[src/sv/cld_pkg.sv]
`default_nettype none

package cld_pkg;

    // Operation codes carried by an input beat.
    localparam logic [1:0] OP_RX_BYTE     = 2'd0;
    localparam logic [1:0] OP_GET         = 2'd1;
    localparam logic [1:0] OP_CLEAR_READY = 2'd2;
    localparam logic [1:0] OP_NOP         = 2'd3;

    // Frame status codes reported with each result beat.
    localparam logic [1:0] ST_NONE   = 2'd0;
    localparam logic [1:0] ST_ACCEPT = 2'd1;
    localparam logic [1:0] ST_REJECT = 2'd2;

    // Camera modes.
    localparam logic [2:0] MODE_IDLE     = 3'd0;
    localparam logic [2:0] MODE_YPJ      = 3'd1;
    localparam logic [2:0] MODE_JT       = 3'd2;
    localparam logic [2:0] MODE_LZ       = 3'd3;
    localparam logic [2:0] MODE_LZ_WHITE = 3'd4;

    localparam logic [7:0] SITE_MAX = 8'd1;

    // Frame type bytes.
    localparam logic [7:0] DT_MODE_ACK = 8'h50;
    localparam logic [7:0] DT_51       = 8'h51;
    localparam logic [7:0] DT_52       = 8'h52;
    localparam logic [7:0] DT_53       = 8'h53;
    localparam logic [7:0] DT_54       = 8'h54;
    localparam logic [7:0] DT_55       = 8'h55;
    localparam logic [7:0] DT_56       = 8'h56;

    // The byte count saturates one above the longest stored frame.
    localparam int          FRAME_MAX   = 4;
    localparam logic [2:0]  COUNT_SHORT = 3'd1;
    localparam logic [2:0]  COUNT_LONG  = 3'(FRAME_MAX);
    localparam logic [2:0]  COUNT_SAT   = 3'(FRAME_MAX + 1);

    typedef struct packed {
        logic [1:0] operation;
        logic [7:0] rx_byte;
        logic       frame_end;
        logic [2:0] query_mode;
    } t_in_beat;

    typedef struct packed {
        logic [1:0]        frame_status;
        logic              get_hit;
        logic [7:0]        data_type;
        logic signed [7:0] data_x;
        logic signed [7:0] data_y;
        logic [2:0]        reported_mode;
        logic              reported_site;
        logic              data_ready;
        logic [31:0]       error_count;
    } t_out_beat;

endpackage

`default_nettype wire

[src/sv/cld_core.sv]
`default_nettype none

module cld_core import cld_pkg::*; (
    input  wire        i_clk,
    input  wire        i_rst_n,
    input  wire        i_accept,
    input  t_in_beat   i_beat,
    output t_out_beat  o_result
);

    logic [7:0]  r_bytes [FRAME_MAX];
    logic [2:0]  r_count;
    logic [7:0]  r_type;
    logic [7:0]  r_x;
    logic [7:0]  r_y;
    logic [2:0]  r_mode;
    logic        r_site;
    logic        r_ready;
    logic [31:0] r_errors;

    logic [7:0]  n_bytes [FRAME_MAX];
    logic [2:0]  n_count;
    logic [7:0]  n_type;
    logic [7:0]  n_x;
    logic [7:0]  n_y;
    logic [2:0]  n_mode;
    logic        n_site;
    logic        n_ready;
    logic [31:0] n_errors;

    logic [2:0]  len;
    logic [7:0]  sum;
    logic        good;
    logic [1:0]  status;
    logic        hit;
    logic        match;

    always_comb begin
        unique case (i_beat.query_mode)
            MODE_YPJ:      match = (r_type == DT_51) || (r_type == DT_52);
            MODE_JT:       match = (r_type == DT_53) || (r_type == DT_54);
            MODE_LZ:       match = (r_type == DT_55);
            MODE_LZ_WHITE: match = (r_type == DT_56);
            default:       match = 1'b0;
        endcase
    end

    always_comb begin
        n_bytes  = r_bytes;
        n_count  = r_count;
        n_type   = r_type;
        n_x      = r_x;
        n_y      = r_y;
        n_mode   = r_mode;
        n_site   = r_site;
        n_ready  = r_ready;
        n_errors = r_errors;
        status   = ST_NONE;
        hit      = 1'b0;
        good     = 1'b0;

        if (r_count < COUNT_LONG) begin
            n_bytes[r_count[1:0]] = i_beat.rx_byte;
        end
        len = (r_count < COUNT_SAT) ? r_count + 3'd1 : r_count;
        // The frame is decoded with the byte of this beat already in place.
        sum = n_bytes[0] + n_bytes[1] + n_bytes[2];

        unique case (i_beat.operation)
            OP_RX_BYTE: begin
                n_count = len;
                if (i_beat.frame_end) begin
                    n_count = 3'd0;
                    if (len == COUNT_SHORT) begin
                        if ((n_bytes[0] == DT_51) || (n_bytes[0] == DT_52)
                                || (n_bytes[0] == DT_55)) begin
                            good   = 1'b1;
                            n_type = n_bytes[0];
                        end
                    end else if (len == COUNT_LONG && n_bytes[3] == sum) begin
                        if (n_bytes[0] == DT_MODE_ACK) begin
                            if (n_bytes[1] <= 8'(MODE_LZ_WHITE)
                                    && n_bytes[2] <= SITE_MAX) begin
                                good   = 1'b1;
                                n_mode = n_bytes[1][2:0];
                                n_site = n_bytes[2][0];
                            end
                        end else if (n_bytes[0] >= DT_53 && n_bytes[0] <= DT_56) begin
                            good   = 1'b1;
                            n_type = n_bytes[0];
                            n_x    = n_bytes[1];
                            n_y    = n_bytes[2];
                        end
                    end
                    if (good) begin
                        n_ready = 1'b1;
                        status  = ST_ACCEPT;
                    end else begin
                        n_errors = r_errors + 32'd1;
                        status   = ST_REJECT;
                    end
                end else begin
                    n_bytes = n_bytes;
                end
            end
            OP_GET: begin
                n_bytes = r_bytes;
                hit     = r_ready && match;
                n_ready = 1'b0;
            end
            OP_CLEAR_READY: begin
                n_bytes = r_bytes;
                n_ready = 1'b0;
            end
            OP_NOP: begin
                n_bytes = r_bytes;
            end
            default: begin
                n_bytes = r_bytes;
            end
        endcase
    end

    always_ff @(posedge i_clk) begin
        if (!i_rst_n) begin
            r_count  <= 3'd0;
            r_type   <= 8'd0;
            r_x      <= 8'd0;
            r_y      <= 8'd0;
            r_mode   <= MODE_IDLE;
            r_site   <= 1'b0;
            r_ready  <= 1'b0;
            r_errors <= 32'd0;
        end else if (i_accept) begin
            r_count  <= n_count;
            r_type   <= n_type;
            r_x      <= n_x;
            r_y      <= n_y;
            r_mode   <= n_mode;
            r_site   <= n_site;
            r_ready  <= n_ready;
            r_errors <= n_errors;
        end
    end

    // Frame bytes hold no reset value; decoding reads only bytes of the current frame.
    always_ff @(posedge i_clk) begin
        if (i_accept) begin
            r_bytes <= n_bytes;
        end
    end

    always_comb begin
        o_result.frame_status  = status;
        o_result.get_hit       = hit;
        o_result.data_type     = n_type;
        o_result.data_x        = signed'(n_x);
        o_result.data_y        = signed'(n_y);
        o_result.reported_mode = n_mode;
        o_result.reported_site = n_site;
        o_result.data_ready    = n_ready;
        o_result.error_count   = n_errors;
    end

endmodule

`default_nettype wire

[src/sv/camera_link_frame_decoder.sv]
`default_nettype none

// Camera link frame decoder. Each input beat is a received byte (with a flag on
// the last byte of a frame), a get request for a mode, a ready-flag clear or a
// no-op, and each one yields exactly one result beat with the decoded state
// after it. The block takes one beat per clock while the input is not stalled:
// the frame decode is combinational compare and add logic that updates the
// state registers at the accepting edge, and the result is registered into a
// two-entry output buffer. The input stalls only while both buffer entries are
// full, so a waiting result does not hold up the next input beat.
module camera_link_frame_decoder import cld_pkg::*; (
    input  wire        i_clk,
    input  wire        i_rst_n,
    input  wire        i_in_valid,
    output logic       o_in_stall,
    input  t_in_beat   i_in_data,
    output logic       o_out_valid,
    input  wire        i_out_stall,
    output t_out_beat  o_out_data
);

    t_out_beat   result;
    t_out_beat   r_buf [2];
    logic        r_wr_ptr;
    logic        r_rd_ptr;
    logic [1:0]  r_fill;
    logic        in_acc;
    logic        out_pop;

    assign o_in_stall  = (r_fill == 2'd2);
    assign in_acc      = i_in_valid && !o_in_stall;
    assign o_out_valid = (r_fill != 2'd0);
    assign out_pop     = o_out_valid && !i_out_stall;
    assign o_out_data  = r_buf[r_rd_ptr];

    cld_core u_core (
        .i_clk    (i_clk),
        .i_rst_n  (i_rst_n),
        .i_accept (in_acc),
        .i_beat   (i_in_data),
        .o_result (result)
    );

    always_ff @(posedge i_clk) begin
        if (!i_rst_n) begin
            r_wr_ptr <= 1'b0;
            r_rd_ptr <= 1'b0;
            r_fill   <= 2'd0;
        end else begin
            if (in_acc) begin
                r_wr_ptr <= !r_wr_ptr;
            end
            if (out_pop) begin
                r_rd_ptr <= !r_rd_ptr;
            end
            if (in_acc && !out_pop) begin
                r_fill <= r_fill + 2'd1;
            end else if (out_pop && !in_acc) begin
                r_fill <= r_fill - 2'd1;
            end
        end
    end

    always_ff @(posedge i_clk) begin
        if (in_acc) begin
            r_buf[r_wr_ptr] <= result;
        end
    end

    a_fill_bound: assert property (@(posedge i_clk) disable iff (!i_rst_n)
        r_fill <= 2'd2)
        else $error("output buffer fill exceeds two entries");

    a_push_only: assert property (@(posedge i_clk) disable iff (!i_rst_n)
        (in_acc && !out_pop) |=> (r_fill == $past(r_fill) + 2'd1))
        else $error("accepted beat without a pop did not grow the buffer");

    a_ptr_gap: assert property (@(posedge i_clk) disable iff (!i_rst_n)
        (r_fill == 2'd0 || r_fill == 2'd2) |-> (r_wr_ptr == r_rd_ptr))
        else $error("buffer pointers disagree with the fill count");

endmodule

`default_nettype wire

[config.mk]
export PLATFORM = sky130hd
export DESIGN_NAME = camera_link_frame_decoder
export DESIGN_NICKNAME = d
export VERILOG_FILES = /design/src/sv/cld_pkg.sv /design/src/sv/cld_core.sv /design/src/sv/camera_link_frame_decoder.sv
export SDC_FILE = /design/constraint.sdc
export NUM_CORES = 1
export LEC_CHECK = 0
export BUFFER_PORTS_ARGS = -buffer_cell sky130_fd_sc_hd__buf_2
export CAP_MARGIN = 5
export CORE_AREA = 3 3 206 107
export CTS_CLUSTER_SIZE = 20
export DETAILED_ROUTE_END_ITERATION = 12
export DIE_AREA = 0 0 209 110
export PLACE_DENSITY_LB_ADDON = 0.12
export SKIP_CTS_REPAIR_TIMING = 1
export SYNTH_ARGS = -nofsm -noshare
export SYNTH_HDL_FRONTEND = slang
export SYNTH_SLANG_ARGS = --single-unit
export TNS_END_PERCENT = 5
[constraint.sdc]
create_clock -name i_clk -period 4.9 [get_ports i_clk]
set_input_delay 0.49 -clock i_clk [delete_from_list [all_inputs] [get_ports i_clk]]
set_output_delay 0.49 -clock i_clk [all_outputs]
set_load 0.005 [all_outputs]
Word level (Yosys, flattened, before mapping)

Memory sizes are Yosys's and may differ from the RTL's. A register that Yosys moved wholly into a read port is not among the register bits.
Cells that the tools add are included.

Mux-type cells: 63
Equality and inequality tests: 21
Bitwise gates (word level): 2
Reductions and logical operators: 26
Magnitude comparators: 8
$add $sub $neg: 6

Operator list:

| kind                                                              | count |
|---|---|
| 2-to-1 mux 32 bit                                                 | 5 |
| 2-to-1 mux 8 bit                                                  | 20 |
| == test 8 x 7 -> 1 bit, second input constant                     | 10 |
| adder 32 x 1 -> 32 bit, second input constant                     | 1 |
| bitwise mux 32 bit                                                | 1 |
| 2-to-1 mux 3 bit                                                  | 8 |
| 2-to-1 mux 1 bit                                                  | 21 |
| adder 8 bit                                                       | 2 |
| demux 8 bit (select 2 bit)                                        | 1 |
| 2-to-1 mux 2 bit                                                  | 5 |
| logical AND 1 bit                                                 | 9 |
| == test 8 bit                                                     | 1 |
| greater-or-equal comparator 8 x 7 -> 1 bit, second input constant | 1 |
| <= comparator 8 x 1 -> 1 bit, second input constant               | 1 |
| <= comparator 8 x 3 -> 1 bit, second input constant               | 1 |
| <= comparator 8 x 7 -> 1 bit, second input constant               | 1 |
| == test 2 bit, second input constant                              | 3 |
| == test 3 x 1 -> 1 bit, second input constant                     | 2 |
| == test 3 x 2 -> 1 bit, second input constant                     | 2 |
| == test 3 bit, second input constant                              | 2 |
| logical NOT 1 bit                                                 | 6 |
| less-than comparator 3 bit, second input constant                 | 2 |
| logical OR 1 bit                                                  | 4 |
| case mux 1 bit (4 select lines)                                   | 1 |
| 14 further kinds                                                  | 16 |

Output and inout port bits: 66
Register bits after elaboration: 100
Memories kept: 1
Word-level logic and storage cells: 142
Bits in writable memories: 128

Memories:

| memory | words | bits a word | read ports | clocked after memory_dff | wr ports | line                            | text |
|---|---|---|---|---|---|---|---|
| r_buf  | 2     | 64          | 1          | 1                        | 1        | camera_link_frame_decoder.sv:23 | `t_out_beat r_buf [2];` |

Logic depth before layout (Yosys ltp)

Depth after elaboration: 18
Mapped depth: 22
Depth with buffers taken out: 19

Modules after synthesis

A second synthesis with hierarchy kept.

Cell total of the unflattened synthesis: 928
Area, all modules: 11,065.6 um2

By module, submodules not included:

| module                    | instances | area each (um2) | cells an instance |
|---|---|---|---|
| cld_core                  | 1         | 6,212.2         | 704 |
| camera_link_frame_decoder | 1         | 4,853.4         | 224 |

Worst setup path before layout

OpenSTA, ideal clock, no wires.

Path type: flip-flop to flip-flop
Start point: register u_core.r_count[0]
End point: memory r_buf[0][54] (netlist bit) (data pin)
Library setup time: 262 ps
Clock period less this slack: 4,406 ps
Stages on the path, launching flop included: 16
Buffers on the path: 1
Arrival: 4,144 ps
Path slack: 494 ps
Cell sequence: dfxtp_1 > inv_1 > ha_1 > nand2b_1 > buf_4 > mux2i_1 > fa_1 > fa_1 > nor2b_1 > o21a_1 > nor2_1 > o21ai_0 > xnor3_2 > nor4_4 > a21o_1 > mux2_2

RTL lines:

| what                   | line                            | text |
|---|---|---|
| start, declared        | cld_core.sv:12                  | `logic [2:0] r_count;` |
| start signal, assigned | cld_core.sv:135                 | `r_count <= n_count;` |
| end, declared          | camera_link_frame_decoder.sv:23 |  |

==> metrics <==
Worst Hold Class=in2reg; mapped cell area=11,180 um2; most frequent cells in the layout=159 x edfxtp_1, 83 x buf_2, 81 x nand2_1; vias per inst=roughly 5.8; Crit Reg-Reg Endpoint=r_buf[1][21]; yosys warns=0; gr busiest metal=met2; Syn Nets=1,006; TritonRoute pass-1 iters=5; Seq/Total Area, Yosys=a little under three fifths; final setup TNS=0 ps; Synth top area share=42.69%; most common cell after layout, fill and taps aside=edfxtp_1; r2r setup slk=180 ps; # nets final=1,095; worst slew pin tran=961.1 ps; FF-to-FF path depth=18; RR Startpoint=u_core.r_count[1]; Fillers=about 1,600; clk sinks=228; gr usage total=between 20 and 25%; DRT iter0 DRCs=552; Setup CP Type=reg2reg; Crit path required time=5150 ps; Max Fclk=roughly 210 MHz; mean post-synth cell area=11.55 um2; GR Util met1=29.52%; initial core utilization=54.90%; placed cells=1,304; RSZ-0062 raised after global routing=false; largest net degree at the start of global routing=65; area of the multi-input gates=about 4700 um2; core area=20,370 um2; Longest Clk Path Bufs=3; EDFF count, synth=159; global-route wire length before repair=about 40 mm; Finished Layout Cells=1,346; Mapped Cells=between 900 and 1,000; die footprint=22,990 um2; io pins=84; vias in the first global route=roughly 7,600; layout cells sized above 1=about a quarter; Setup crit end kind=register; TritonCTS clock tree=yes; Peak VDD IR=259.2 uV; Final Max Tran Viols=0; met3 usage=4.411%; WP data arrival=4970 ps; Fin. Hold Viols=0; post-synth top area cell=edfxtp_1; crit-path max FO=14; WL per Instance=18.89 um; Die X=roughly 210 um; Max Cap Violations=0; startpoint types=register; Inserted Clock Buffers=22; n_diodes=0; Via Count=between 7,000 and 8,000; Worst slew margin=35.84%; GR Util met2=36.25%; Reg area=6161 um2; initial antenna violation count=1; outcome=finished, final reports clean; final setup violation count=0; Tmin final=4719 ps; Setup crit start=u_core.r_count[1]; skew final=15.58 ps; hpwl dp=17.21 mm; top_reg_cell synth=edfxtp_1; die height=110 um; row cnt=37; Root Buffer=clkbuf_16; Synth cell types=70; final WL=25.43 mm; Post-synth ARST share=0%; # H-tree levels=1; Clock Pin Slew Worst Setup and Hold Paths=60 ps; Area growth, synth to finish=14.98%; residual DRC count=0; Final Cycle Share=96.31%; power per cell area=between 400 and 500 nW/um2; Final GP Congestion=0.9579; antenna-violating nets left=0; static leakage=5.017 nW; Synth area leaders=edfxtp_1 43%, dfxtp_1 12%, mux2_2 7.2%; Port Buffer Count=83; GRT overflow=0; crit path to=r_buf[1][21]; Worst-Skew Late Latency=510 ps; synthesized flop and latch total=228
==> layer usage <==
layer | up-vias | share of wire, % | wire [um]
met1 | 3826 | 45 | 11540
met3 | 48 | 5.6 | 1421
met2 | 206 | 47 | 11870
met4 | 2 | 2.3 | 578
li1 | 3729 | - | -
met5 | - | 0.051 | 13
==> worst min-delay path by stage <==
stage	startpoint	depth (start not counted)	end
global placement	u_core.r_mode[0]	2	u_core.r_mode[0]
detailed placement	u_core.r_mode[1]	2	u_core.r_mode[1]
global route	i_out_stall	4	register
floorplan	u_core.r_mode[0]	2	u_core.r_mode[0]
finish	i_out_stall	4	register
CTS	i_out_stall	4	register
==> Yosys cell counts (21+ instances only) <==
library cell and n:
a21oi_1 54, clkbuf_1 27, dfxtp_1 69, edfxtp_1 159, inv_1 43, mux2_2 72
mux2i_1 31, nand2_1 81, nand2b_1 26, nand3_1 24, nor2_1 32, nor3_1 29
o21ai_0 33, or3_1 21, xor2_1 42
==> through the flow <==
stage	area, um2	util (%)	hold WS (ps)	setup WS (ps)	power, mW
finish	12860	63.13	370.6	180.7	5.270
global route	12860	63.13	410.2	2.371	5.509
CTS	12750	62.61	357.1	88.25	5.319
detailed placement	11970	58.78	457.1	85.62	3.494
global placement	11970	58.78	445.1	263.0	3.475
floorplan	11180	-	435.0	493.6	3.082
==> sequential cells by signal, summed over array words and instances, names as in the netlist, 2 cells and up, named ones only <==
| name | count |
|---|---|
| r_buf | 128 |
| u_core.r_count | 3 |
| u_core.r_mode | 3 |
| u_core.r_type | 8 |
| u_core.r_errors | 32 |
| r_fill | 2 |
| u_core.r_y | 8 |
| u_core.r_x | 8 |
| u_core.r_bytes | 31 |
==> worst max-delay path, stage by stage (launching register included) <==
cell and delay, ps:
dfxtp_1 420, inv_1 110, ha_1 240, nand2b_1 160, buf_4 210, mux2i_1 150
fa_1 550, inv_1 40, ha_1 420, nand2b_1 150, a21oi_1 120, or4_1 530
nand2_1 130, nand3_2 140, o41ai_4 450, buf_4 210, clkbuf_16 170, nor3_1 70
xor2_1 180
==> cell type report <==
class	instances	share of cell area, %
Inverter	45	1.314
Tap cell	273	2.656
Sequential cell	228	47.91
Timing Repair Buffer	118	5.731
Clock buffer	26	4.807
Multi-Input combinational cell	642	36.32
Clock inverter	14	1.255
==> where the power goes <==
group          internal (mW)  switching (mW)  total (mW)
Sequential              2.28          0.0837        2.36
Clock                   1.07           0.747        1.82
Combinational          0.492           0.602        1.09
Total                   3.84            1.43        5.27
==> cell families (layout without fill, tap and decap cells) <==
logic type                 after synthesis  count (layout)  synth area share [%]
and+or+nand+nor                        296             296                 14.16
xor gates and xnor gates                52              52                 4.207
buffers and inverters                   98             203                 3.949
AOI/OAI and AO/OA                      168             168                 9.544
DFF                                    228             228                 55.05
adders and majority gates               20              20                 2.708
muxes                                  106             106                 10.38
(Power assumes the default switching activity.)
